### src/rtl/text_console_writer_core_defines.svh
// ----------------------------------------------------------------------------
// text console writer assertion macros
// concurrent assertion helpers for the console engine, sampled on clk,
// held off while arst_n is low
// ----------------------------------------------------------------------------
`ifndef TEXT_CONSOLE_WRITER_CORE_DEFINES_SVH
`define TEXT_CONSOLE_WRITER_CORE_DEFINES_SVH

`ifndef ASSERT_OFF
`define TCW_ASSERT(label, prop, msg) \
	label: assert property (@(posedge clk) disable iff (!arst_n) (prop)) else $error(msg);
`define TCW_ASSERT_NEXT(label, ante, cons, msg) \
	label: assert property (@(posedge clk) disable iff (!arst_n) (ante) |=> (cons)) \
		else $error(msg);
`else
`define TCW_ASSERT(label, prop, msg)
`define TCW_ASSERT_NEXT(label, ante, cons, msg)
`endif

`endif

### src/rtl/tcw_pkg.sv
// ----------------------------------------------------------------------------
// text console writer package
// screen geometry, character codes, opcodes and controller/datapath types
// ----------------------------------------------------------------------------
`default_nettype none

package tcw_pkg;

	localparam int unsigned COLUMNS   = 80;
	localparam int unsigned ROWS      = 25;
	localparam int unsigned TAB_STOP  = 8;
	localparam int unsigned CELLS     = ROWS * COLUMNS;
	localparam int unsigned ADDR_W    = $clog2(CELLS);
	localparam int unsigned ROW_W     = 5;
	localparam int unsigned COL_W     = 7;
	localparam int unsigned CHAR_W    = 8;
	localparam int unsigned COLOR_W   = 4;
	localparam int unsigned CELL_W    = 16;
	localparam int unsigned OP_W      = 2;
	localparam int unsigned CFG_IDX_W = 1;

	localparam logic [OP_W-1:0] OP_PUT_CHAR = 2'd0;
	localparam logic [OP_W-1:0] OP_CLEAR    = 2'd1;
	localparam logic [OP_W-1:0] OP_READ     = 2'd2;

	localparam logic [CFG_IDX_W-1:0] CFG_FG_COLOR = 1'd0;
	localparam logic [CFG_IDX_W-1:0] CFG_BG_COLOR = 1'd1;

	localparam logic [CHAR_W-1:0] CH_NEWLINE   = 8'd10;
	localparam logic [CHAR_W-1:0] CH_RETURN    = 8'd13;
	localparam logic [CHAR_W-1:0] CH_TAB       = 8'd9;
	localparam logic [CHAR_W-1:0] CH_BACKSPACE = 8'd8;
	localparam logic [CHAR_W-1:0] CH_SPACE     = 8'd32;

	localparam logic [CELL_W-1:0]  RESET_CELL = 16'h0720;
	localparam logic [COLOR_W-1:0] FG_RESET   = 4'd7;
	localparam logic [COLOR_W-1:0] BG_RESET   = 4'd0;

	typedef enum logic [2:0] {
		ST_INIT,
		ST_IDLE,
		ST_CLEAR,
		ST_SCROLL,
		ST_DONE
	} state_t;

	typedef enum logic [1:0] {
		SW_INIT,
		SW_CLEAR,
		SW_SCROLL
	} sweep_kind_t;

	typedef struct packed {
		logic        accept;
		logic        load_out;
		logic        from_done;
		logic        sweep_we;
		sweep_kind_t sweep_kind;
		logic        sweep_end;
	} cmd_t;

	typedef struct packed {
		logic needs_scroll;
		logic last_row;
		logic last_cell;
		logic out_free;
	} status_t;

endpackage

`default_nettype wire

### src/rtl/tcw_ctrl.sv
// ----------------------------------------------------------------------------
// tcw controller
// sequences item acceptance, memory sweeps and result hand-off
// ----------------------------------------------------------------------------
`default_nettype none

`include "text_console_writer_core_defines.svh"

module tcw_ctrl (
	input  wire logic                     clk,
	input  wire logic                     arst_n,
	input  wire logic                     in_valid,
	input  wire logic [tcw_pkg::OP_W-1:0] opcode,
	input  wire tcw_pkg::status_t         status,
	output      tcw_pkg::cmd_t            cmd,
	output      logic                     in_stall
);

	import tcw_pkg::*;

	state_t state_q;
	state_t state_d;

	always_ff @(posedge clk or negedge arst_n) begin
		if (!arst_n) begin
			state_q <= ST_INIT;
		end else begin
			state_q <= state_d;
		end
	end

	// next state
	always_comb begin
		state_d = state_q;
		case (state_q)
			ST_INIT: begin
				if (status.last_cell) state_d = ST_IDLE;
			end
			ST_IDLE: begin
				if (in_valid && status.out_free) begin
					case (opcode)
						OP_PUT_CHAR: begin
							if (status.needs_scroll) state_d = ST_SCROLL;
						end
						OP_CLEAR: state_d = ST_CLEAR;
						OP_READ:  state_d = ST_DONE;
						default:  state_d = ST_IDLE;
					endcase
				end
			end
			ST_CLEAR: begin
				if (status.last_cell) state_d = ST_DONE;
			end
			ST_SCROLL: begin
				if (status.last_row) state_d = ST_DONE;
			end
			ST_DONE: begin
				if (status.out_free) state_d = ST_IDLE;
			end
			default: state_d = ST_IDLE;
		endcase
	end

	// outputs
	always_comb begin
		cmd            = '0;
		cmd.sweep_kind = SW_INIT;
		in_stall       = 1'b1;
		case (state_q)
			ST_INIT: begin
				cmd.sweep_we   = 1'b1;
				cmd.sweep_kind = SW_INIT;
				cmd.sweep_end  = status.last_cell;
			end
			ST_IDLE: begin
				in_stall   = !status.out_free;
				cmd.accept = in_valid && status.out_free;
				if (cmd.accept) begin
					case (opcode)
						OP_PUT_CHAR: cmd.load_out = !status.needs_scroll;
						OP_CLEAR:    cmd.load_out = 1'b0;
						OP_READ:     cmd.load_out = 1'b0;
						default:     cmd.load_out = 1'b1;
					endcase
				end
			end
			ST_CLEAR: begin
				cmd.sweep_we   = 1'b1;
				cmd.sweep_kind = SW_CLEAR;
				cmd.sweep_end  = status.last_cell;
			end
			ST_SCROLL: begin
				cmd.sweep_we   = 1'b1;
				cmd.sweep_kind = SW_SCROLL;
				cmd.sweep_end  = status.last_row;
			end
			ST_DONE: begin
				cmd.load_out  = status.out_free;
				cmd.from_done = 1'b1;
			end
			default: begin
				cmd.load_out = 1'b0;
			end
		endcase
	end

	`TCW_ASSERT(a_load_has_room, !cmd.load_out || status.out_free, "result register overrun")
	`TCW_ASSERT_NEXT(a_scroll_ends, state_q == ST_SCROLL && status.last_row, state_q == ST_DONE, "scroll did not finish")

endmodule

`default_nettype wire

### config.mk
export PLATFORM = sky130hd
export DESIGN_NAME = tcw_ctrl
export DESIGN_NICKNAME = d
export VERILOG_FILES = /design/src/rtl/tcw_pkg.sv /design/src/rtl/tcw_ctrl.sv
export VERILOG_INCLUDE_DIRS = /design/src /design/src/rtl
export SDC_FILE = /design/constraint.sdc
export NUM_CORES = 1
export LEC_CHECK = 0
export BUFFER_PORTS_ARGS = -buffer_cell sky130_fd_sc_hd__buf_4
export CORE_AREA = 2 2 39 41
export CTS_BUF_LIST = sky130_fd_sc_hd__clkbuf_16
export DETAILED_ROUTE_END_ITERATION = 12
export DIE_AREA = 0 0 41 43
export PLACE_DENSITY = 0.5
export SKIP_LAST_GASP = 1
export SYNTH_ARGS = -nofsm -noshare
export SYNTH_HDL_FRONTEND = slang
export SYNTH_SLANG_ARGS = --single-unit
export TNS_END_PERCENT = 100
### constraint.sdc
create_clock -name clk -period 1.59 [get_ports clk]
set_clock_uncertainty 0.2 [all_clocks]
set_input_delay 0.0795 -clock clk [delete_from_list [all_inputs] [get_ports clk]]
set_output_delay 0.0795 -clock clk [all_outputs]
set_load 0.01 [all_outputs]
Word level (Yosys, flattened, before mapping)
Cells that the tools add are included.
Storage, ports and cells
  register bits after elaboration: 3
  latch bits: 0
  bits in writable memories: 0
  bits in read-only memories: 0
  input port bits: 9
  logic and storage cells: 35
  memories: 0
Cells by class
  add/subtract/negate cells: 0
  multiply operators: 0
  div/mod/pow operators: 0
  order comparisons: 0
  equality and inequality tests: 12
  shift operators: 0
  multiplexer cells: 15
  bitwise gates (word level): 0
  reduce and logical (&&, ||, !) cells: 7
Operators by type and width (count)
  3-bit 2-to-1 mux: 6
  3-bit one-hot mux with 5 select lines: 1
  4-bit one-hot mux with 3 select lines: 1
  2-bit inequality test, second input constant: 5
  3-bit one-hot mux with 3 select lines: 1
  3-bit by 2-bit equality test with 1-bit output, second input constant: 2
  6-bit AND reduction: 1
  1-bit 2-to-1 mux: 4
  1-bit one-hot mux with 2 select lines: 2
  3-bit by 1-bit equality test with 1-bit output, second input constant: 1
  3-bit equality test, second input constant: 1
  3-bit logical NOT: 1
  3-bit inequality test, second input constant: 1
  2-bit by 1-bit equality test with 1-bit output, second input constant: 1
  2-bit equality test, second input constant: 1
  1-bit logical NOT: 2
  2-bit logical NOT: 1
  2-bit OR reduction: 1
  1-bit logical AND: 1

Depth between registers and ports, before layout
  depth after elaboration: 5
  mapped depth: 5
  depth with buffers taken out: 5

Least setup slack after synthesis
Ideal clock, no wire load.
  path kind: register -> register
  start: register state_q[0]
  end: register state_q[0]
  library setup time: 0.136 ns
  arrival: 1.114 ns
  data required time: 1.254 ns
  setup slack: 0.140 ns
  cell stages (with the launch flop): 5
  cells stage by stage: dfrtp_1 -> buf_6 -> or4b_4 -> o211ai_1 -> a31oi_1
On the way
  cells in the longest elaborated chain, start to end: 3
  elaborated cells on any way between the ends: 13
  classes of those cells: 10 x eq/ne; 1 x mux; 2 x reduce/logical
RTL lines
  from (decl): RTL line tcw_ctrl.sv:21  | state_t state_q;
  from (signal assigned): RTL line tcw_ctrl.sv:28  | state_q <= state_d;
  3-bit by 1-bit equality test with 1-bit output, or another cell as far along: RTL line tcw_ctrl.sv:35  | case (state_q)
  3-bit inequality test (no line) / 2-bit inequality test (equally long branches)
  6-bit AND reduction (no line)
Several ways; a longest one is shown, not always the timed one.
A chain may end at the register's enable or synchronous reset.

Final worst setup path
Same ends and word-level chain as after synthesis.

==> impl.org <==
** Worst setup path
- Among all stages on the critical path, the largest delay is contributed by sky130_fd_sc_hd__or4b_4.
- In this run the critical register-to-register path is launched from state_q[0].
- Arrival time of the worst setup path :: 1450 ps
- The most critical setup path has its startpoint at state_q[0].
- CP Capture Type :: flip-flop
- In this run the worst path has a maximum fanout of 8.
- Critical path cell sequence :: buf_6 -> or4b_4 -> o211ai_1 -> a31oi_1
- Crit Path Class :: flip-flop to flip-flop
- CP required :: 1480 ps
- STA classifies the critical path startpoint as a flip-flop.
- The largest single stage delay on the critical path is 470 ps.

** Detailed routing
- First-pass iteration count of the detailed router :: 4
- The final route contains 393 vias.
- Wires add up to 893 µm.
- Via/cell ratio :: 4.52
- Detailed Route Iter0 Violations :: 7
- DR WL/cell :: 10.3 µm
- Antenna Violating Nets Remaining :: 0
- Final routed DRC violation total :: 0

** STA
- The count of pins over their slew limit came to 0.
- Sum Neg Setup Slack :: 0 ps
- Measured against its own limit, the worst slew margin works out to 79.0%.
- The worst path uses 98.5% of the clock period.
- RSZ-0062 raised after global routing :: yes
- The count of final hold-check violations came to 0.
- For this run, the top clock speed supported by timing is 638 MHz.
- Final min period :: 1570 ps
- Worst Slack Setup Final :: 23.2 ps
- Worst hold slack :: 77.3 ps
- Worst-Margin Slew :: 313 ps
- Setup violations remaining at the end of the flow were counted as 0.

** Layout
- Total of fill cells in the finished design :: 130
- Once layout is complete, the utilization of the core stands at 47.6%.
- The library cell used most frequently in the layout, excluding fill and tap cells, is sky130_fd_sc_hd__buf_4.
- In the final layout, the registers with the most flip-flops are state_q x3.
- In the layout the commonest cells are sky130_fd_sc_hd__buf_4 (18), sky130_fd_sc_hd__nor2_1 (7), sky130_fd_sc_hd__inv_1 (5), sky130_fd_sc_hd__ha_1 (5), sky130_fd_sc_hd__dlygate4sd3_1 (5).
- In the final design database the tool counted 86 nets.
- The register with the most flip-flops in the layout has 3 of them.
- Relative to the synthesized area, the layout overhead comes to 84.6%.
- Of the cells placed in the final design, the portion with a size suffix greater than 1 is 40.8%.
- Once layout is done, the placed cells without fillers occupy 658 µm².
- Largest register by flop count :: state_q
- Number of diodes added for antenna fixing :: 0

** Clock tree
- Cts bufs inserted :: 3
- Library cell used as clock root buffer :: sky130_fd_sc_hd__clkbuf_16
- The later pin in the worst-skew pair is clocked with a latency of 220 ps.
- # clock sinks :: 3
- Maximum level of the CTS H-tree :: 1
- Register clock-pin slew on the reported worst setup and hold paths :: 30 ps
- Largest buffer count on any clock path :: 2
- CTS tree :: built

** Power
- The clock network is responsible for 45.0% of the overall power.
- For this design the ratio of total power to cell area is 1330 nW/µm².
- Internal cell power :: 0.612 mW
- Leakage power figure :: 0.337 nW
- IR Drop Worst-Case VDD :: 0.424 mV
- Per report_power, the combinational group accounts for 37.6% of the total.
- Power spent charging and discharging nets :: 0.262 mW
- In this run, flip-flops and latches consume 17.4% of the power.
- Net switching is 29.9% of the power.

** Logic synthesis
- For this run, the number of Yosys warnings is 0.
- In the synthesized netlist, the number of instances is 44.
- Portion of the post-synthesis area used by sequential elements :: 21.1%
- Number of flip-flops and latches in the synthesized netlist :: 3
- The synthesized netlist contains 23 unique library cells.
- Post-synthesis average cell area :: 8.10 µm²
- The mapped netlist covers 357 µm².
- The number of nets handed over by synthesis was 58.

** Placement
- During placement, the flow inserted port buffers numbering 16.
- The congestion estimate from routability-driven global placement came to 0.658.
- Setup slack at placement :: 97.2 ps
- Once placement finished, the instance area stood at 493 µm².
- Total half-perimeter wirelength after legalization and detailed placement :: 665 µm

** Global routing
- Maximum number of pins on one net before global-route repair :: 11
- The initial antenna violation count was 0.
- The number of global-route vias before repair came to 355.
- Global routing used 12.2% of the available tracks.
- Grt ovf :: 0
- Global-route wire length before repair :: 1440 µm

** Floorplan
- In this run the horizontal extent of the chip is 41 µm.
- In this run the core area contains 14 standard-cell rows.
- During I/O placement, the number of pins put on the boundary was 17.
- In this run the standard cell core region covers 1380 µm².
- Initial Utilization :: 25.8%
- Die outline height :: 43 µm
- Die area :: 1760 µm²

** Worst hold path
- Worst hold start :: in_valid
- Class of the worst hold path :: primary input to flip-flop

** Job
- Max-cap violations in this run came to 0.

** Run status
- Outcome :: finished clean
per-layer routing:
layer	vias up	GRT usage, %	part of all wire [%]	routed length, µm
li1	207	-	-	-
met1	173	15.4	48	431
met2	11	16.6	45	401
met3	2	4.71	4.3	38
met4	0	8.00	2.4	21
met5	-	0	0	0
final timing paths:
path                               to  cells past startpoint  slack (ps)
max                        state_q[0]                      4          20
min                        state_q[0]                      4          80
max reg2reg                state_q[0]                      4          20
min reg2reg                state_q[2]                      3         500
max in group asynchronous  state_q[0]                      3         480
min in group asynchronous  state_q[1]                      3         540
power groups by stage:
stage / sequential [mW] / clock, mW / combinational [mW]
4_1_cts: 0.148 / 0.397 / 0.286
6_report: 0.152 / 0.393 / 0.329
2_1_floorplan: 0.117 / 0 / 0.193
3_5_place_dp: 0.144 / 0 / 0.272
3_3_place_gp: 0.142 / 0 / 0.275
5_1_grt: 0.156 / 0.410 / 0.358
cell type report:
type / instances / area [µm²] / area share, %
clock inverters: 1 / 3.75 / 0.570
clock buffers: 3 / 75.1 / 11.4
well taps: 16 / 20.0 / 3.04
multi-input cells: 35 / 267 / 40.5
repair buffers: 24 / 196 / 29.8
flip-flops and latches: 3 / 77.6 / 11.8
inverters: 5 / 18.8 / 2.85
per-stage QoR:
stage / power [mW] / cells
global placement: 0.417 / 76
detailed placement: 0.417 / 76
global route: 0.924 / 87
floorplan: 0.310 / 44
finish: 0.874 / 87
CTS: 0.830 / 85
synthesized netlist by cell type (all sizes together):
cell type  number  area [µm²]
o211ai          1        7.51
or3             1        6.26
mux2i           2        20.0
nor2b           2        12.5
a21oi           1        5.00
nand2           2        7.51
a21bo           1        10.0
a211oi          1        7.51
and3            1        6.26
buf             1        11.3
a31oi           1        6.26
nand3           2        10.0
o31ai           1        7.51
nor2            7        26.3
nor3            1        5.00
inv             5        18.8
or4b            1        13.8
a22o            1        8.76
dfrtp           3        75.1
o2bb2ai         1        8.76
nand2b          2        12.5
ha              5        62.6
nand3b          1        7.51
cell families (layout without fill, tap and decap cells):
family          count (synthesis)  in the layout  share of synthesized area [%]
mux                             2              2                           5.61
flops                           3              3                           21.1
compound gates                  8              8                           17.2
fa+ha+maj                       5              5                           17.5
simple gates                   20             20                           30.2
buf+inv                         6             33                           8.42
what timing repair did:
action,in CTS,in global routing
hold buffers,5,0
setup endpoints to repair,2,2
pin swaps,0,2
setup buffers,0,2
resized for setup,3,4
endpoints found under the hold margin,5,0
critical path: cells and delay by family, from the launching register on:
kind                   cells  cell delay [ps]
AND/OR/NAND/NOR            1              470
AO/OA/AOI/OAI              2              170
flip-flops                 1              460
buffers and inverters      1              140
No activity file was read; power rests on OpenSTA's default activity.
